**src/rtl/acdf_pkg.sv**
```systemverilog
// Shared types, codes and constants of the comparator digital filter unit.
`timescale 1ns / 1ps

package acdf_pkg;

  // Analog level precision (low bits of each 16-bit level field are used)
  localparam int LEVEL_BITS = 16;
  // Compare width: wide enough for the level and for the band-gap constants
  localparam int CMP_W = (LEVEL_BITS > 11) ? LEVEL_BITS : 11;

  // Ladder: level = src * mult >> LADDER_K; low range uses a rounded-up reciprocal
  localparam int LADDER_K = LEVEL_BITS + 5;
  localparam int PROD_W = LEVEL_BITS + LADDER_K;
  localparam longint unsigned LADDER_SCALE = 64'd1 << LADDER_K;
  localparam logic [LADDER_K-1:0] LADDER_LOW_MULT [16] = '{
    LADDER_K'((0 * LADDER_SCALE + 23) / 24),  LADDER_K'((1 * LADDER_SCALE + 23) / 24),
    LADDER_K'((2 * LADDER_SCALE + 23) / 24),  LADDER_K'((3 * LADDER_SCALE + 23) / 24),
    LADDER_K'((4 * LADDER_SCALE + 23) / 24),  LADDER_K'((5 * LADDER_SCALE + 23) / 24),
    LADDER_K'((6 * LADDER_SCALE + 23) / 24),  LADDER_K'((7 * LADDER_SCALE + 23) / 24),
    LADDER_K'((8 * LADDER_SCALE + 23) / 24),  LADDER_K'((9 * LADDER_SCALE + 23) / 24),
    LADDER_K'((10 * LADDER_SCALE + 23) / 24), LADDER_K'((11 * LADDER_SCALE + 23) / 24),
    LADDER_K'((12 * LADDER_SCALE + 23) / 24), LADDER_K'((13 * LADDER_SCALE + 23) / 24),
    LADDER_K'((14 * LADDER_SCALE + 23) / 24), LADDER_K'((15 * LADDER_SCALE + 23) / 24)
  };
  localparam int LADDER_HIGH_BASE = 8;

  // Band-gap levels
  localparam logic [CMP_W-1:0] BG_LEVEL_1200 = CMP_W'(1200);
  localparam logic [CMP_W-1:0] BG_LEVEL_600  = CMP_W'(600);
  localparam logic [CMP_W-1:0] BG_LEVEL_200  = CMP_W'(200);

  // Operation codes
  localparam logic [1:0] OP_EVAL  = 2'd0;
  localparam logic [1:0] OP_TICK  = 2'd1;
  localparam logic [1:0] OP_CLEAR = 2'd2;

  // Register indexes
  localparam logic [2:0] REG_COMP_FLAGS  = 3'd0;
  localparam logic [2:0] REG_NEG_SELECT  = 3'd1;
  localparam logic [2:0] REG_EVENT_EDGE  = 3'd2;
  localparam logic [2:0] REG_REF_TAP     = 3'd3;
  localparam logic [2:0] REG_REF_FLAGS   = 3'd4;
  localparam logic [2:0] REG_BG_SELECT   = 3'd5;
  localparam logic [2:0] REG_MASK_CTRL   = 3'd6;
  localparam logic [2:0] REG_FILTER_EXP  = 3'd7;

  // comp_flags bits
  localparam int CF_ENABLE   = 0;
  localparam int CF_INVERT   = 1;
  localparam int CF_INT_POS  = 2;
  localparam int CF_STOP_IDL = 3;
  localparam int CF_FILTER   = 4;

  // ref_flags bits
  localparam int RF_LADDER_EN = 0;
  localparam int RF_LOW_RANGE = 1;
  localparam int RF_FROM_VREF = 2;
  localparam int RF_VREF_DIR  = 3;

  // Selector codes
  localparam logic [1:0] NEG_INTERNAL = 2'd3;
  localparam logic [1:0] BG_1200 = 2'd0;
  localparam logic [1:0] BG_600  = 2'd1;
  localparam logic [1:0] BG_200  = 2'd2;
  localparam logic [1:0] BG_VREF = 2'd3;
  localparam logic [1:0] EDGE_NONE = 2'd0;
  localparam logic [1:0] EDGE_RISE = 2'd1;
  localparam logic [1:0] EDGE_FALL = 2'd2;
  localparam logic [1:0] EDGE_BOTH = 2'd3;

  // Blanking control register bits
  localparam int MC_AND_A_INACT = 0;
  localparam int MC_AND_A_ACT   = 1;
  localparam int MC_AND_B_INACT = 2;
  localparam int MC_AND_B_ACT   = 3;
  localparam int MC_AND_C_INACT = 4;
  localparam int MC_AND_C_ACT   = 5;
  localparam int MC_AND_TRUE    = 6;
  localparam int MC_AND_FALSE   = 7;
  localparam int MC_OR_A_INACT  = 8;
  localparam int MC_OR_A_ACT    = 9;
  localparam int MC_OR_B_INACT  = 10;
  localparam int MC_OR_B_ACT    = 11;
  localparam int MC_OR_C_INACT  = 12;
  localparam int MC_OR_C_ACT    = 13;
  localparam int MC_FORCE_LVL   = 15;

  // Filter
  localparam logic [2:0] MATCH_PUBLISH = 3'd3;

  typedef struct packed {
    logic [1:0]  operation;
    logic [15:0] positive_input;
    logic [15:0] negative_input;
    logic [15:0] vref_high;
    logic [15:0] vref_low;
    logic [15:0] avdd_level;
    logic        blank_source_a;
    logic        blank_source_b;
    logic        blank_source_c;
    logic        in_idle;
  } acdf_in_t;

  typedef struct packed {
    logic filtered_output;
    logic raw_output;
    logic event_flag;
    logic event_pulse;
    logic rising_pulse;
    logic comparator_active;
  } acdf_out_t;

endpackage

```
**src/rtl/acdf_in_if.sv**
```systemverilog
// Input item channel: valid/ready handshake with an evaluate/tick/clear payload.
`timescale 1ns / 1ps

interface acdf_in_if import acdf_pkg::*; ();
  logic     valid;
  logic     ready;
  acdf_in_t payload;

  modport source (output valid, output payload, input ready);
  modport sink (input valid, input payload, output ready);
endinterface

```
**src/rtl/acdf_out_if.sv**
```systemverilog
// Result item channel: valid/ready handshake with the comparator status payload.
`timescale 1ns / 1ps

interface acdf_out_if import acdf_pkg::*; ();
  logic      valid;
  logic      ready;
  acdf_out_t payload;

  modport source (output valid, output payload, input ready);
  modport sink (input valid, input payload, output ready);
endinterface

```
**src/rtl/analog_comparator_digital_filter_unit.sv**
```systemverilog
// Top level: comparator channel with blanking, digital filter and event latch.
//
//  Channel   Direction  Handshake            Contents
//  in_ch     sink       valid/ready          operation, levels, blanking, idle
//  out_ch    source     valid/ready          one status result per input item
//  APB       slave      psel/penable/pready  eight config registers at 4*i
//
// One item per cycle while out_ch.ready holds; items pass the input register,
// then the compare/filter logic into the result register. The filter state
// updates as an item moves into the result register. A stalled result holds
// while one more item waits in the input register. rst_n is synchronous.
`timescale 1ns / 1ps

module analog_comparator_digital_filter_unit import acdf_pkg::*; (
  input  logic        clk,
  input  logic        rst_n,
  acdf_in_if.sink     in_ch,
  acdf_out_if.source  out_ch,
  input  logic        psel,
  input  logic        penable,
  input  logic        pwrite,
  input  logic [4:0]  paddr,
  input  logic [31:0] pwdata,
  output logic [31:0] prdata,
  output logic        pready
);

  // Configuration registers
  logic [4:0]  comp_flags_r;
  logic [1:0]  neg_select_r;
  logic [1:0]  event_edge_r;
  logic [3:0]  ref_tap_r;
  logic [3:0]  ref_flags_r;
  logic [1:0]  bg_select_r;
  logic [15:0] mask_ctrl_r;
  logic [2:0]  filter_exp_r;

  // Filter state
  logic       raw_r, filt_r, cand_r, evt_r;
  logic [1:0] match_r;
  logic [6:0] div_r;
  logic       raw_nxt, filt_nxt, cand_nxt, evt_nxt;
  logic [1:0] match_nxt;
  logic [6:0] div_nxt;

  // Pipeline registers
  logic      s1_valid_r;
  acdf_in_t  s1_data_r;
  logic      out_valid_r;
  acdf_out_t out_data_r;
  acdf_out_t result;
  logic      adv;

  logic       cfg_wr;
  logic [2:0] cfg_idx;
  logic       filt_restart;

  assign cfg_wr  = psel & penable & pwrite;
  assign cfg_idx = paddr[4:2];
  assign pready  = 1'b1;

  // Filter settings change: restart the divider and the agreement count
  assign filt_restart = cfg_wr &
      (((cfg_idx == REG_COMP_FLAGS) &
        ((pwdata[CF_ENABLE] != comp_flags_r[CF_ENABLE]) |
         (pwdata[CF_FILTER] != comp_flags_r[CF_FILTER]))) |
       ((cfg_idx == REG_FILTER_EXP) & (pwdata[2:0] != filter_exp_r)));

  // Register read-back
  always_comb begin
    prdata = '0;
    case (cfg_idx)
      REG_COMP_FLAGS: prdata = 32'(comp_flags_r);
      REG_NEG_SELECT: prdata = 32'(neg_select_r);
      REG_EVENT_EDGE: prdata = 32'(event_edge_r);
      REG_REF_TAP:    prdata = 32'(ref_tap_r);
      REG_REF_FLAGS:  prdata = 32'(ref_flags_r);
      REG_BG_SELECT:  prdata = 32'(bg_select_r);
      REG_MASK_CTRL:  prdata = 32'(mask_ctrl_r);
      REG_FILTER_EXP: prdata = 32'(filter_exp_r);
      default:        prdata = '0;
    endcase
  end

  // Handshake: the input register advances when the result register is free
  assign adv          = s1_valid_r & (~out_valid_r | out_ch.ready);
  assign in_ch.ready  = ~s1_valid_r | adv;
  assign out_ch.valid = out_valid_r;
  assign out_ch.payload = out_data_r;

  // Level extraction
  logic [LEVEL_BITS-1:0] pin, nin, vh, vl, avdd;
  assign pin  = s1_data_r.positive_input[LEVEL_BITS-1:0];
  assign nin  = s1_data_r.negative_input[LEVEL_BITS-1:0];
  assign vh   = s1_data_r.vref_high[LEVEL_BITS-1:0];
  assign vl   = s1_data_r.vref_low[LEVEL_BITS-1:0];
  assign avdd = s1_data_r.avdd_level[LEVEL_BITS-1:0];

  // Internal positive reference: ladder tap by one multiply (table constant in low range)
  logic                  ladder_ok, pos_ok;
  logic [LEVEL_BITS-1:0] ladder_src, ladder_level, pos_level;
  logic [LADDER_K-1:0]   ladder_mult;
  logic [PROD_W-1:0]     ladder_prod;

  always_comb begin
    ladder_ok = ref_flags_r[RF_LADDER_EN] & ~(ref_flags_r[RF_FROM_VREF] & (vh < vl));
    pos_ok = comp_flags_r[CF_INT_POS] & (ref_flags_r[RF_VREF_DIR] | ladder_ok);
    ladder_src = ref_flags_r[RF_FROM_VREF] ? (vh - vl) : avdd;
    if (ref_flags_r[RF_LOW_RANGE]) begin
      ladder_mult = LADDER_LOW_MULT[ref_tap_r];
    end else begin
      ladder_mult = LADDER_K'({1'b0, ref_tap_r} + 5'(LADDER_HIGH_BASE)) << (LADDER_K - 5);
    end
    ladder_prod  = PROD_W'(ladder_src) * PROD_W'(ladder_mult);
    ladder_level = ladder_prod[LADDER_K +: LEVEL_BITS];
    pos_level    = ref_flags_r[RF_VREF_DIR] ? vh : ladder_level;
  end

  // Internal negative level
  logic             neg_ok;
  logic [CMP_W-1:0] neg_level, pos_cmp, neg_cmp;

  always_comb begin
    neg_ok = (neg_select_r == NEG_INTERNAL) &
             ((bg_select_r != BG_VREF) | ~ref_flags_r[RF_FROM_VREF]);
    case (bg_select_r)
      BG_1200: neg_level = BG_LEVEL_1200;
      BG_600:  neg_level = BG_LEVEL_600;
      BG_200:  neg_level = BG_LEVEL_200;
      default: neg_level = CMP_W'(vh);
    endcase
    pos_cmp = pos_ok ? CMP_W'(pos_level) : CMP_W'(pin);
    neg_cmp = neg_ok ? neg_level : CMP_W'(nin);
  end

  // Setup check and activity
  logic supported, active, filt_on;
  assign supported = comp_flags_r[CF_ENABLE] &
                     ~(comp_flags_r[CF_INT_POS] & ~pos_ok) &
                     ~((neg_select_r == NEG_INTERNAL) & ~neg_ok);
  assign active  = supported & ~(s1_data_r.in_idle & comp_flags_r[CF_STOP_IDL]);
  assign filt_on = comp_flags_r[CF_FILTER];

  // Blanking AND/OR logic
  logic sa, sb, sc, blank_or, blank_and, blank;
  always_comb begin
    sa = s1_data_r.blank_source_a;
    sb = s1_data_r.blank_source_b;
    sc = s1_data_r.blank_source_c;
    blank_or = (mask_ctrl_r[MC_OR_A_ACT] & sa) | (mask_ctrl_r[MC_OR_A_INACT] & ~sa) |
               (mask_ctrl_r[MC_OR_B_ACT] & sb) | (mask_ctrl_r[MC_OR_B_INACT] & ~sb) |
               (mask_ctrl_r[MC_OR_C_ACT] & sc) | (mask_ctrl_r[MC_OR_C_INACT] & ~sc);
    blank_and = (~mask_ctrl_r[MC_AND_A_ACT] | sa) & (~mask_ctrl_r[MC_AND_A_INACT] | ~sa) &
                (~mask_ctrl_r[MC_AND_B_ACT] | sb) & (~mask_ctrl_r[MC_AND_B_INACT] | ~sb) &
                (~mask_ctrl_r[MC_AND_C_ACT] | sc) & (~mask_ctrl_r[MC_AND_C_INACT] | ~sc);
    blank = blank_or | (mask_ctrl_r[MC_AND_TRUE] & blank_and) |
            (mask_ctrl_r[MC_AND_FALSE] & ~blank_and);
  end

  logic raw_eval;
  assign raw_eval = blank ? mask_ctrl_r[MC_FORCE_LVL]
                          : ((pos_cmp > neg_cmp) ^ comp_flags_r[CF_INVERT]);

  // Filter, publish and event logic for the item in the input register
  logic       pub_en, pub_val, edge_hit, rise_pulse, evt_pulse;
  logic [7:0] div_acc, div_limit;
  logic [2:0] match_inc;

  always_comb begin
    raw_nxt   = raw_r;
    filt_nxt  = filt_r;
    cand_nxt  = cand_r;
    match_nxt = match_r;
    div_nxt   = div_r;
    evt_nxt   = evt_r;
    pub_en    = 1'b0;
    pub_val   = filt_r;
    div_acc   = {1'b0, div_r} + 8'd1;
    div_limit = 8'd1 << filter_exp_r;
    match_inc = {1'b0, match_r} + 3'd1;

    case (s1_data_r.operation)
      OP_EVAL: begin
        if (!supported) begin
          raw_nxt   = 1'b0;
          filt_nxt  = 1'b0;
          match_nxt = '0;
        end else if (active) begin
          raw_nxt = raw_eval;
          if (!filt_on) begin
            match_nxt = '0;
            pub_en    = 1'b1;
            pub_val   = raw_eval;
          end
        end
      end
      OP_TICK: begin
        if (active && filt_on) begin
          if (div_acc >= div_limit) begin
            div_nxt = '0;
            // one filter sample
            if (raw_r == filt_r) begin
              match_nxt = '0;
            end else if (match_r == 2'd0 || raw_r != cand_r) begin
              match_nxt = 2'd1;
              cand_nxt  = raw_r;
            end else if (match_inc >= MATCH_PUBLISH) begin
              match_nxt = '0;
              pub_en    = 1'b1;
              pub_val   = raw_r;
            end else begin
              match_nxt = match_inc[1:0];
            end
          end else begin
            div_nxt = div_acc[6:0];
          end
        end
      end
      OP_CLEAR: evt_nxt = 1'b0;
      default: ;
    endcase

    // Publish: rising pulse and edge event
    case (event_edge_r)
      EDGE_RISE: edge_hit = ~filt_r & pub_val;
      EDGE_FALL: edge_hit = filt_r & ~pub_val;
      EDGE_BOTH: edge_hit = filt_r ^ pub_val;
      default:   edge_hit = 1'b0;
    endcase
    rise_pulse = pub_en & ~filt_r & pub_val;
    evt_pulse  = pub_en & ~evt_r & edge_hit;
    if (pub_en) begin
      filt_nxt = pub_val;
    end
    if (evt_pulse) begin
      evt_nxt = 1'b1;
    end

    result.filtered_output   = filt_nxt;
    result.raw_output        = raw_nxt;
    result.event_flag        = evt_nxt;
    result.event_pulse       = evt_pulse;
    result.rising_pulse      = rise_pulse;
    result.comparator_active = active;
  end

  // Configuration, filter state and pipeline registers
  always_ff @(posedge clk) begin
    if (!rst_n) begin
      comp_flags_r <= '0;
      neg_select_r <= '0;
      event_edge_r <= '0;
      ref_tap_r    <= '0;
      ref_flags_r  <= '0;
      bg_select_r  <= '0;
      mask_ctrl_r  <= '0;
      filter_exp_r <= '0;
      raw_r        <= 1'b0;
      filt_r       <= 1'b0;
      cand_r       <= 1'b0;
      match_r      <= '0;
      div_r        <= '0;
      evt_r        <= 1'b0;
      s1_valid_r   <= 1'b0;
      out_valid_r  <= 1'b0;
    end else begin
      // item transfer into the result register updates the filter state
      if (adv) begin
        raw_r   <= raw_nxt;
        filt_r  <= filt_nxt;
        cand_r  <= cand_nxt;
        evt_r   <= evt_nxt;
      end

      // filter settings changes restart the divider and count
      if (filt_restart) begin
        div_r   <= '0;
        match_r <= '0;
      end else if (adv) begin
        div_r   <= div_nxt;
        match_r <= match_nxt;
      end

      // register writes
      if (cfg_wr) begin
        case (cfg_idx)
          REG_COMP_FLAGS: comp_flags_r <= pwdata[4:0];
          REG_NEG_SELECT: neg_select_r <= pwdata[1:0];
          REG_EVENT_EDGE: event_edge_r <= pwdata[1:0];
          REG_REF_TAP:    ref_tap_r    <= pwdata[3:0];
          REG_REF_FLAGS:  ref_flags_r  <= pwdata[3:0];
          REG_BG_SELECT:  bg_select_r  <= pwdata[1:0];
          REG_MASK_CTRL:  mask_ctrl_r  <= pwdata[15:0];
          REG_FILTER_EXP: filter_exp_r <= pwdata[2:0];
          default: ;
        endcase
      end

      // input register
      if (in_ch.valid && in_ch.ready) begin
        s1_valid_r <= 1'b1;
      end else if (adv) begin
        s1_valid_r <= 1'b0;
      end

      // result register
      if (adv) begin
        out_valid_r <= 1'b1;
      end else if (out_ch.ready) begin
        out_valid_r <= 1'b0;
      end
    end
  end

  // Payload registers
  always_ff @(posedge clk) begin
    if (in_ch.valid && in_ch.ready) begin
      s1_data_r <= in_ch.payload;
    end
    if (adv) begin
      out_data_r <= result;
    end
  end

endmodule

```
**src/flat_wrapper.sv**
```systemverilog
// flat-port wrapper written by rule: the top's interface ports become plain ports
module analog_comparator_digital_filter_unit_flat import acdf_pkg::*;
  (clk, rst_n, psel, penable, pwrite, paddr, pwdata, prdata, pready, in_ch_valid, in_ch_payload, in_ch_ready, out_ch_valid, out_ch_payload, out_ch_ready);
  acdf_in_if in_ch_i ();
  acdf_out_if out_ch_i ();
  input  logic clk;
  input  logic rst_n;
  input  logic psel;
  input  logic penable;
  input  logic pwrite;
  input  logic [4:0] paddr;
  input  logic [31:0] pwdata;
  output logic [31:0] prdata;
  output logic pready;
  input wire logic [$bits(in_ch_i.valid)-1:0] in_ch_valid;
  input wire logic [$bits(in_ch_i.payload)-1:0] in_ch_payload;
  output wire logic [$bits(in_ch_i.ready)-1:0] in_ch_ready;
  output wire logic [$bits(out_ch_i.valid)-1:0] out_ch_valid;
  output wire logic [$bits(out_ch_i.payload)-1:0] out_ch_payload;
  input wire logic [$bits(out_ch_i.ready)-1:0] out_ch_ready;
  assign in_ch_i.valid = in_ch_valid;
  assign in_ch_i.payload = in_ch_payload;
  assign in_ch_ready = in_ch_i.ready;
  assign out_ch_valid = out_ch_i.valid;
  assign out_ch_payload = out_ch_i.payload;
  assign out_ch_i.ready = out_ch_ready;
  analog_comparator_digital_filter_unit u_core (.clk(clk), .rst_n(rst_n), .in_ch(in_ch_i), .out_ch(out_ch_i), .psel(psel), .penable(penable), .pwrite(pwrite), .paddr(paddr), .pwdata(pwdata), .prdata(prdata), .pready(pready));
endmodule
```
**config.mk**
```make
export PLATFORM = sky130hd
export DESIGN_NAME = analog_comparator_digital_filter_unit_flat
export DESIGN_NICKNAME = d
export VERILOG_FILES = /design/src/rtl/acdf_pkg.sv /design/src/rtl/acdf_in_if.sv /design/src/rtl/acdf_out_if.sv /design/src/rtl/analog_comparator_digital_filter_unit.sv /design/src/flat_wrapper.sv
export SDC_FILE = /design/constraint.sdc
export NUM_CORES = 1
export LEC_CHECK = 0
export BUFFER_PORTS_ARGS = -buffer_cell sky130_fd_sc_hd__buf_4
export CAP_MARGIN = 20
export CORE_ASPECT_RATIO = 1.1
export CORE_MARGIN = 5
export CORE_UTILIZATION = 60
export DETAILED_ROUTE_END_ITERATION = 7
export GPL_TIMING_DRIVEN = 1
export PLACE_DENSITY = 0.81
export RECOVER_POWER = 100
export SYNTH_ARGS = -nofsm -noshare
export SYNTH_HDL_FRONTEND = slang
export SYNTH_SLANG_ARGS = --single-unit
```
**constraint.sdc**
```tcl
create_clock -name clk -period 33 [get_ports clk]
set_input_delay 1.65 -clock clk [delete_from_list [all_inputs] [get_ports clk]]
set_output_delay 1.65 -clock clk [all_outputs]
set_load 0.01 [all_outputs]
```
# Yosys cells after proc, flatten, opt, wreduce, memory -nomap -nowiden
# Memories as Yosys holds them, arrays and structs flattened.
# Cells that the tools add are included.
classes:
  add_sub_neg: 4
  multipliers: 1
  magnitude_cmp: 5
  n_eq_ne: 25
  shifts: 1
  n_mux: 51
  bitwise_logic: 81
  n_reduce_logical: 22
ops:
  columns: ["cell", "n"]
  rows:
  - ["$pmux 32 s8", 1]
  - ["$mux 16", 4]
  - ["$mux 21", 3]
  - ["$pmux 16 s3", 1]
  - ["$mul 16x21->37", 1]
  - ["$and 1x1->1", 35]
  - ["$mux 1", 29]
  - ["$not 1->1", 24]
  - ["$or 1x1->1", 19]
  - ["$gt 16x16->1", 1]
  - ["$lt 16x16->1", 1]
  - ["$mux 2", 8]
  - ["$reduce_and 2->1", 8]
  - ["$sub 16x16->16", 1]
  - ["$eq 3x3->1 const B", 4]
  - ["$reduce_and 6->1", 2]
  - ["$eq 2x2->1 const B", 5]
  - ["$add 7x1->8 const B", 1]
  - ["$ge 8x8->1", 1]
  - ["$shl 1x3->8 const A", 1]
  - ["$mux 7", 1]
  - ["$eq 2x1->1 const B", 3]
  - ["$eq 3x2->1 const B", 2]
  - ["$logic_not 2->1", 3]
  - ["other kinds (22)", 31]
word_totals:
  register_bits: 145
  romBits: 336
  inputBits: 130
  output_inout_bits: 41
  wordCells: 223
  n_memories: 1
memory_table:
  columns: ["name", "depth", "word_bits", "rd", "rd_clocked_by_memory_dff", "write_ports", "line", "text"]
  rows:
  - ["(no name shown)", 16, 21, 1, 0, 0, "analog_comparator_digital_filter_unit.sv:110", "ladder_mult = LADDER_LOW_MULT[ref_tap_r];"]

# Depth between registers and ports, before layout
# Gate-level depths: netlist of the first run.
logic_depth:
  ltp_word: 20
  ltp_mapped: 53
  mapped_depth_nobuf: 53

# Worst setup path after synthesis of the first run
# Ideal clock, no wire load.
synth_timing:
  kind: "flip-flop to flip-flop"
  from: "register u_core.s1_data_r, in the netlist u_core.vh[0]"
  to: "register u_core.evt_r"
  setup_ns: 0.059
  arrival_time_ns: 10.317
  required_time_ns: 32.941
  path_slack_ns: 22.624
  stages_incl_launch_ff: 51
  n_path_buf: 0
  synth_period_minus_slack_ns: 10.376
  path_cell_list: "edfxtp_1 inv_1 ha_1 fa_1 and2b_1 o31ai_1 a21oi_2 o21ai_0 o21ai_0 nand2b_1 xor2_1 mux2_2 nand2_1 inv_1 fa_1 inv_1 fa_1 inv_1 [... 15 more ...] xor2_1 o21ai_0 ha_1 nand2_1 nor2_1 a2111oi_0 o211ai_1 and2_1 xnor2_1 a211o_1 o211a_1 inv_1 ha_1 mux2i_1 a21oi_1 or3_1 o21ai_0 and2_1"
synth_between:
  elab_chain_cells: 20
  word_cells_on_any_way: 40
  cone_classes: "add/sub (1); mul (1); order compare (2); mux (17); bitwise (18); reduce/logical (1)"
synth_rtl:
  columns: ["element", "line", "text"]
  rows:
  - ["from (decl)", "analog_comparator_digital_filter_unit.sv:48", "acdf_in_t s1_data_r;"]
  - ["from (signal assigned)", "analog_comparator_digital_filter_unit.sv:318", "s1_data_r <= in_ch.payload;"]
  - ["branches (longest 18 deep; another with $mul 16x21->37)", null, null]
  - ["$and 1x1->1 *", "analog_comparator_digital_filter_unit.sv:231", "evt_pulse = pub_en & ~evt_r & edge_hit;"]
  - ["$mux 1 *", "analog_comparator_digital_filter_unit.sv:235", "if (evt_pulse) begin"]
  - ["to (signal assigned)", "analog_comparator_digital_filter_unit.sv:272", "evt_r <= evt_nxt;"]
  - ["to (decl)", "analog_comparator_digital_filter_unit.sv:39", "logic raw_r, filt_r, cand_r, evt_r;"]
# Every way passes the cells marked *.
# A chain may end at the register's enable or synchronous reset.

# Final worst setup path of the first run
layout_timing:
  from: "register u_core.s1_data_r, in the netlist u_core.vh[1]"
  to: "register u_core.evt_r"
# Same word-level chain as after synthesis.

==> flow_summary.json, run 1 <==
{
  "final-max-slew-violation-count": 129,
  "r2r_slack_ns": 19.90,
  "syn2layout_area_growth_pct": 10.9,
  "met1_length_um": 16000,
  "period_share": 0.397,
  "layout.cells.most_common": "inv_1",
  "core_area_sq_mm": 0.0268,
  "dpl.hpwl_um": 32300,
  "post-route-drc-count": 0,
  "crit_fanout": 6,
  "die_area_sq_mm": 0.0304,
  "port_buffers": 135,
  "fmaxAchievable_mhz": 76.3,
  "p_leak_nw": 8.78,
  "ys_seq_area_frac": 0.236,
  "yosys.area.top_type": "fa_1",
  "min_path_cells": 2,
  "grt_pass1_wl_um": 65200,
  "ant_nets": 0,
  "power_per_cell_area_mw_per_mm2": 25.5,
  "synth_warnings": 0,
  "worst_pin_slew_ns": 4.09,
  "wl_um": 39200,
  "initial_utilization": 0.604,
  "clk_latency_ns": 0.43,
  "fin_skew_ns": 0.0134,
  "synth_seq_cells": 145,
  "netlist_area_sq_mm": 0.0162,
  "grt-ovfl-total": 0,
  "grt_max_degree": 81,
  "critPathKind": "register to register",
  "crit_slowest_cell": "o311ai_0",
  "antenna_found_initial": 0,
  "yosysUniqueCellTypes": 66,
  "min_from": "u_core.mask_ctrl_r[14]",
  "rr_startpoint": "u_core.vh[1]",
  "endpoint_kind": "register",
  "hold_end": "u_core.mask_ctrl_r[14]",
  "finalHoldViolations": 0,
  "violations": "capacitance limit, slew limit",
  "num_rows": 63,
  "synthFlopType": "edfxtp_1",
  "yosys-top-cells-area": "fa_1 23%, edfxtp_1 17%, ha_1 13%",
  "drv_cap": 2,
  "avgSynthCellArea_sq_um": 9.31,
  "cts_buffer_depth": 2,
  "first_pass_iters": 5,
  "n_fill_cell": 2117,
  "synth-edff-count": 92,
  "dr_wl_met2_um": 19600,
  "cts_sinks": 145,
  "viasPerCell": 5.60,
  "top_layer": "met4",
  "rsz0062_at_grt": "false",
  "ios": 171,
  "total_power_w": 0.000457,
  "ctsHoldBuffers": 0,
  "grt_usage": 0.264,
  "hold_class": "register to register",
  "async_flop_share": 0,
  "final_cell_mix": "324 x inv_1, 189 x fa_1, 176 x nand2_1",
  "wl_per_cell_um": 17.6,
  "cts_resized": 0,
  "start_kind": "register",
  "nNetsFinal": 2339,
  "n_antenna_cell": 0,
  "ir_drop_mv": 0.0640,
  "r2r-end": "u_core.evt_r",
  "cp_slowest_stage_delay_ns": 0.97,
  "die_h_um": 182,
  "setup_viol": 0,
  "clkTransAtPathRegs_ns": 0.06,
  "required_ns": 33.36,
  "synth_top_area_frac": 0.234,
  "cts_made_buffers": 17,
  "drive_gt1_frac": 0.0969,
  "cts_tree": "built",
  "outcome": "complete, but fails checks",
  "root_buffer": "clkbuf_16",
  "grt_pass1_vias": 13200,
  "synth_cells": 1738,
  "r2r_cells": 46,
  "fin_crit_ns": 13.10,
  "drt_iter0_drc": 944,
  "wl_met3_um": 2080,
  "postCtsSetupBuffers": 0,
  "h-tree-depth": 4,
  "place_congestion": 0.934,
  "vias": 12500,
  "arrival_ns": 13.47,
  "slew-limit-headroom": -1.73,
  "die_x_um": 167,
  "timing.setup.tns_ns": 0
}
==> metrics by stage <==
stage / setup WS [ns] / cell area, sq um / util / std cells / hold slack, ns
after detailed placement: 20.09 / 17500 / 0.652 / 2191 / 0.457
after CTS: 20.08 / 18000 / 0.673 / 2223 / 0.465
after global placement: 20.36 / 17500 / 0.652 / 2191 / 0.449
final: 19.90 / 18000 / 0.670 / 2224 / 0.469
after floorplan: 22.62 / 16200 / - / 1753 / 0.439
after global routing: 19.23 / 18000 / 0.670 / 2224 / 0.496
==> routing by layer <==
layer  up-vias  GRT usage
li1       5877          -
met1      6069      0.337
met2       415      0.454
met3       101     0.0377
met4         0      0.109
met5         -          0
==> worst max-delay path: cells and delay by family, from the launching register on <==
kind            cells  cell delay [ns]
compound gates     23             6.28
mux                 2             0.59
simple gates        5             1.05
flops               1             0.45
buf+inv             3             0.16
fa+ha+maj          10             3.93
xor+xnor            3             0.56
==> cell usage after synthesis, drive strengths merged, types with 15 or more instances <==
library cell  count
ha              166
nor2            104
o21ai            60
dfxtp            53
xnor2            28
inv             324
a21o             31
buf              22
mux2i            45
and2             30
xor2             18
nand3            15
fa              189
nand2           176
nand2b           15
and3             25
nor2b            33
a21oi           101
edfxtp           92
clkbuf           43
a21boi           24
==> layout make-up <==
cell class	instances	area, sq um	area share
clock buffers	18	429	0.0239
clock inverters	14	128	0.00711
inverters	324	1220	0.0677
multi-input cells	1219	10900	0.606
flip-flops and latches	145	3820	0.213
well taps	357	447	0.0249
repair buffers	147	1030	0.0576
==> how the worst max path moves through the flow <==
stage,from,to,slack (ns),depth (start not counted)
finish,u_core.vh[1],u_core.evt_r,19.90,46
global route,u_core.vh[1],u_core.evt_r,19.23,46
CTS,u_core.vh[0],u_core.evt_r,20.08,50
detailed placement,u_core.vh[0],u_core.evt_r,20.09,50
global placement,u_core.vh[1],u_core.evt_r,20.36,46
floorplan,u_core.vh[0],u_core.evt_r,22.62,50
==> flip-flops by register name, summed over array words and instances (netlist names), 2 cells and up <==
register,flops
u_core.avdd,16
u_core.bg_select_r,2
u_core.comp_flags_r,5
u_core.div_r,7
u_core.event_edge_r,2
u_core.filter_exp_r,3
u_core.mask_ctrl_r,16
u_core.match_r,2
u_core.neg_select_r,2
u_core.nin,16
u_core.out_ch.payload,6
u_core.pin,16
u_core.ref_flags_r,4
u_core.ref_tap_r,4
u_core.s1_data_r,3
u_core.vh,16
u_core.vl,16
==> cells by family (layout without fill, tap and decap cells) <==
logic type	after synthesis	count (layout)	synth area share
and+or+nand+nor	451	451	0.131
buffers and inverters	389	503	0.0942
adders and majority gates	355	355	0.362
AOI/OAI and AO/OA	292	292	0.114
DFF	145	145	0.236
muxes	58	58	0.0369
xor gates and xnor gates	46	46	0.0249
other	2	17	0.000464
==> power breakdown <==
part	leakage, nW	switching, W	internal [W]	total [W]
Combinational	7.18	0.0000392	0.0000286	0.0000679
Clock	0.271	0.0000793	0.000105	0.000184
Sequential	1.33	0.00000403	0.000201	0.000205
Total	8.78	0.000123	0.000335	0.000457
No activity file was read; power rests on OpenSTA's default activity.
==> inputs of run 2 (changes only) <==
==> constraint.sdc (replaced) <==
create_clock -name clk -period 13.5 [get_ports clk]
set_input_delay 0.675 -clock clk [delete_from_list [all_inputs] [get_ports clk]]
set_output_delay 0.675 -clock clk [all_outputs]
set_load 0.01 [all_outputs]
==> run 2 against run 1 <==
  * The run still ends with capacitance limit, slew limit left
  * Setup slack got worse by 19 ns
  * Register-to-register slack worse by 19 ns
  * Combinational power rose by 140%
  * Critical path depth increased by 4
  * Via count grew 0.96%
  * Largest power group unchanged
==> flow_summary.json, run 2 (same netlist as run 1, synthesis figures left out) <==
{
  "grt_pass1_vias": 13100,
  "clk_latency_ns": 0.44,
  "core_area_sq_mm": 0.0268,
  "endpoint_kind": "register",
  "cp-startpoint": "u_core.vh[0]",
  "start_kind": "register",
  "postCtsSetupBuffers": 0,
  "antenna_found_initial": 0,
  "drv_cap": 3,
  "outcome": "complete, but fails checks",
  "p_leak_nw": 8.82,
  "rsz0062_at_grt": "false",
  "fin_skew_ns": 0.0149,
  "power_per_cell_area_mw_per_mm2": 64.2,
  "first_pass_iters": 5,
  "n_antenna_cell": 0,
  "hold_class": "input port to register",
  "stdcell_count": 2225,
  "setup_viol": 0,
  "r2r_cells": 50,
  "dpl.hpwl_um": 32300,
  "ios": 171,
  "nNetsFinal": 2340,
  "ctsHoldBuffers": 0,
  "die_x_um": 167,
  "critPathCapture": "u_core.evt_r",
  "ir_drop_mv": 0.126,
  "grt_max_degree": 74,
  "cts_sinks": 145,
  "rr_startpoint": "u_core.vh[0]",
  "crit_slowest_cell": "fa_1",
  "cts_resized": 0,
  "timing.setup.tns_ns": 0,
  "wl_per_cell_um": 17.7,
  "grt_pass1_wl_um": 65200,
  "crit_fanout": 8,
  "whs_ns": 0.433,
  "required_ns": 13.88,
  "grt_usage": 0.265,
  "viasPerCell": 5.65,
  "drive_gt1_frac": 0.0969,
  "critPathKind": "register to register",
  "r2r_slack_ns": 1.03,
  "final_cell_mix": "324 x inv_1, 189 x fa_1, 176 x nand2_1",
  "fin_ws_ns": 1.03,
  "post-route-drc-count": 0,
  "fmaxAchievable_mhz": 80.2,
  "vias": 12600,
  "period_share": 0.924,
  "cts_tree": "built",
  "arrival_ns": 12.85,
  "fin_crit_ns": 12.47,
  "cts_buffer_depth": 2,
  "die_h_um": 182,
  "ant_nets": 0,
  "pre_cts_ws_ns": 1.31,
  "num_rows": 63,
  "total_power_w": 0.00116,
  "dp_cells": 2193,
  "slew-limit-headroom": -1.47,
  "place_congestion": 0.927,
  "layout.cells.most_common": "inv_1",
  "worst_pin_slew_ns": 3.70,
  "clkTransAtPathRegs_ns": 0.07,
  "cts_made_buffers": 17,
  "root_buffer": "clkbuf_16",
  "cp_slowest_stage_delay_ns": 0.66,
  "port_buffers": 135,
  "initial_utilization": 0.604,
  "wl_um": 39300,
  "grt-ovfl-total": 0,
  "drt_iter0_drc": 876,
  "die_area_sq_mm": 0.0304,
  "r2r-end": "u_core.evt_r",
  "h-tree-depth": 4,
  "final-max-slew-violation-count": 151,
  "violations": "capacitance limit, slew limit",
  "syn2layout_area_growth_pct": 11.3,
  "finalHoldViolations": 0
}
## run 2: worst min path at each step
stage | cells past startpoint | start | endpoint
after detailed placement | 2 | u_core.mask_ctrl_r[8] | u_core.mask_ctrl_r[8]
after CTS | 1 | in_ch_payload[7] | u_core.avdd[3]
after global placement | 2 | u_core.mask_ctrl_r[14] | u_core.mask_ctrl_r[14]
final | 1 | in_ch_payload[20] | u_core.vl[0]
after floorplan | 2 | u_core.mask_ctrl_r[14] | u_core.mask_ctrl_r[14]
after global routing | 1 | in_ch_payload[7] | u_core.avdd[3]
## run 2: per-layer routing
| layer | up-vias | global-route usage | part of all wire |
|---|---|---|---|
| met5 | - | 0 | 0 |
| met1 | 6083 | 0.341 | 0.41 |
| met2 | 521 | 0.455 | 0.50 |
| met4 | 0 | 0.0995 | 0.035 |
| met3 | 90 | 0.0427 | 0.064 |
| li1 | 5888 | - | - |
## run 2: through the flow
step	area, sq um	util
global route	18000	0.672
floorplan	16200	-
CTS	18100	0.676
global placement	17500	0.653
detailed placement	17500	0.653
finish	18000	0.672
## run 2: report_power, final
group	switching [W]	internal (W)
Sequential	0.00000976	0.000492
Clock	0.000186	0.000302
Combinational	0.0000961	0.0000701
Total	0.000292	0.000864
## run 2: area by class of cell
type	count	area [sq um]
fill	2095	8790
clock buffer	20	458
clock inverter	12	150
sequential	145	3820
timing repair buffer	148	1040
multi-input combinational	1219	10900
tap	357	447
inverter	324	1220
## run 2: worst max-delay path, delay by kind of cell (launching register included)
family | cells | cell delay [ns]
xor+xnor | 4 | 0.65
flops | 1 | 0.42
mux | 2 | 0.56
fa+ha+maj | 11 | 4.02
simple gates | 6 | 1.32
compound gates | 22 | 4.97
buf+inv | 5 | 0.47
==> inputs of run 3 (changes only) <==
--- a/config.mk
+++ b/config.mk
@@ -9,10 +9,9 @@
 export CAP_MARGIN = 20
 export CORE_ASPECT_RATIO = 1.1
 export CORE_MARGIN = 5
-export CORE_UTILIZATION = 60
+export CORE_UTILIZATION = 39
 export DETAILED_ROUTE_END_ITERATION = 7
 export GPL_TIMING_DRIVEN = 1
-export PLACE_DENSITY = 0.81
 export RECOVER_POWER = 100
 export SYNTH_ARGS = -nofsm -noshare
 export SYNTH_HDL_FRONTEND = slang
==> run 3 against run 2 <==
  * The flow still finishes with violations (capacitance limit, slew limit)
  * Combinational power is essentially flat
  * Setup slack gained 0.10 ns
  * Core utilization shrank 23 points
  * Die area grew 50%
  * Design area grew 1.1%
  * Critical endpoint unchanged
  * Highest routed layer unchanged
==> flow_summary.json, run 3 (same netlist as run 1, synthesis figures left out) <==
{
  "layout.cells.most_common": "inv_1",
  "antenna_found_initial": 0,
  "grt_max_degree": 77,
  "cts_sinks": 145,
  "endpoint_kind": "register",
  "period_share": 0.916,
  "port_buffers": 135,
  "core_area_sq_mm": 0.0412,
  "timing.setup.tns_ns": 0,
  "slew-limit-headroom": -1.62,
  "clk_latency_ns": 0.44,
  "post-route-drc-count": 0,
  "outcome": "complete, but fails checks",
  "crit_fanout": 6,
  "ios": 171,
  "clkTransAtPathRegs_ns": 0.07,
  "drv_cap": 4,
  "final-max-slew-violation-count": 183,
  "ant_nets": 0,
  "power_per_cell_area_mw_per_mm2": 61.8,
  "grt-ovfl-total": 0,
  "h-tree-depth": 4,
  "dpl.hpwl_um": 34400,
  "cp_slowest_stage_delay_ns": 0.59,
  "first_pass_iters": 5,
  "required_ns": 13.88,
  "total_power_w": 0.00113,
  "whs_ns": 0.430,
  "grt_pass1_wl_um": 66500,
  "ir_drop_mv": 0.111,
  "nNetsFinal": 2339,
  "num_rows": 78,
  "ctsHoldBuffers": 0,
  "grt_usage": 0.181,
  "critPathKind": "register to register",
  "finalHoldViolations": 0,
  "critPathMostFrequentCell": "inv_1",
  "violations": "capacitance limit, slew limit",
  "crit_slowest_cell": "fa_1",
  "drt_iter0_drc": 735,
  "n_fill_cell": 4087,
  "die_area_sq_mm": 0.0457,
  "cts_resized": 0,
  "drive_gt1_frac": 0.0959,
  "worst_pin_slew_ns": 3.94,
  "initial_utilization": 0.393,
  "grt_pass1_vias": 12600,
  "wl_um": 40900,
  "viasPerCell": 5.00,
  "die_x_um": 204,
  "n_antenna_cell": 0,
  "rsz0062_at_grt": "false",
  "hold_class": "input port to register",
  "place_congestion": 0.883,
  "wl_per_cell_um": 16.8,
  "cts_buffer_depth": 2,
  "start_kind": "register",
  "fin_skew_ns": 0.0154,
  "cts_made_buffers": 17,
  "fmaxAchievable_mhz": 80.8,
  "die_h_um": 224,
  "vias": 12100,
  "final_cell_mix": "324 x inv_1, 189 x fa_1, 176 x nand2_1",
  "syn2layout_area_growth_pct": 12.5,
  "fin_crit_ns": 12.37,
  "p_leak_nw": 8.79,
  "setup_viol": 0,
  "r2r_slack_ns": 1.13,
  "postCtsSetupBuffers": 0,
  "cts_tree": "built",
  "root_buffer": "clkbuf_16",
  "arrival_ns": 12.75
}
-- run 3: final cells by class --
cell class / count / area [sq um] / share of cell area
multi-input cells: 1219 / 10900 / 0.597
flip-flops and latches: 145 / 3820 / 0.210
inverters: 324 / 1220 / 0.0668
repair buffers: 147 / 1030 / 0.0565
well taps: 560 / 701 / 0.0385
clock buffers: 18 / 450 / 0.0247
clock inverters: 14 / 119 / 0.00653
-- run 3: layer usage --
| metal | GRT usage | up-vias | routed length [um] |
|---|---|---|---|
| li1 | - | 5879 | - |
| met1 | 0.239 | 5913 | 18100 |
| met2 | 0.308 | 289 | 20100 |
| met3 | 0.0277 | 63 | 1600 |
| met4 | 0.0581 | 0 | 1180 |
| met5 | 0 | - | 0 |
-- run 3: power by group --
group	switching [W]	internal [W]	total, W
Clock	0.000205	0.000252	0.000457
Sequential	0.0000101	0.000492	0.000502
Combinational	0.0000963	0.0000697	0.000166
Total	0.000311	0.000814	0.00113
-- run 3: worst max-delay path: cells and delay by family (launching register included) --
kind	cells	cell delay (ns)
AOI/OAI and AO/OA	18	4.04
xor gates and xnor gates	3	0.57
adders and majority gates	11	4.55
buffers and inverters	10	0.89
DFF	1	0.42
muxes	2	0.47
and+or+nand+nor	7	1.36
-- run 3: path summary, 6_finish.rpt --
check                                       startpoint                     end  depth (start not counted)
worst max-delay path                      u_core.vh[0]            u_core.evt_r                         51
worst max register to register            u_core.vh[0]            u_core.evt_r                         51
worst min register to register  u_core.mask_ctrl_r[14]  u_core.mask_ctrl_r[14]                          2
worst min-delay path                  in_ch_payload[0]     u_core.s1_data_r[0]                          1
-- run 3: through the flow --
stage          worst slack (ns)  utilization  cells  area (sq um)
6_report                   1.13        0.442   2427         18200
2_1_floorplan              3.12            -   1753         16200
5_1_grt                   0.225        0.442   2427         18200
4_1_cts                    1.13        0.445   2427         18300
3_3_place_gp               1.32        0.431   2395         17700
3_5_place_dp               1.22        0.431   2395         17700
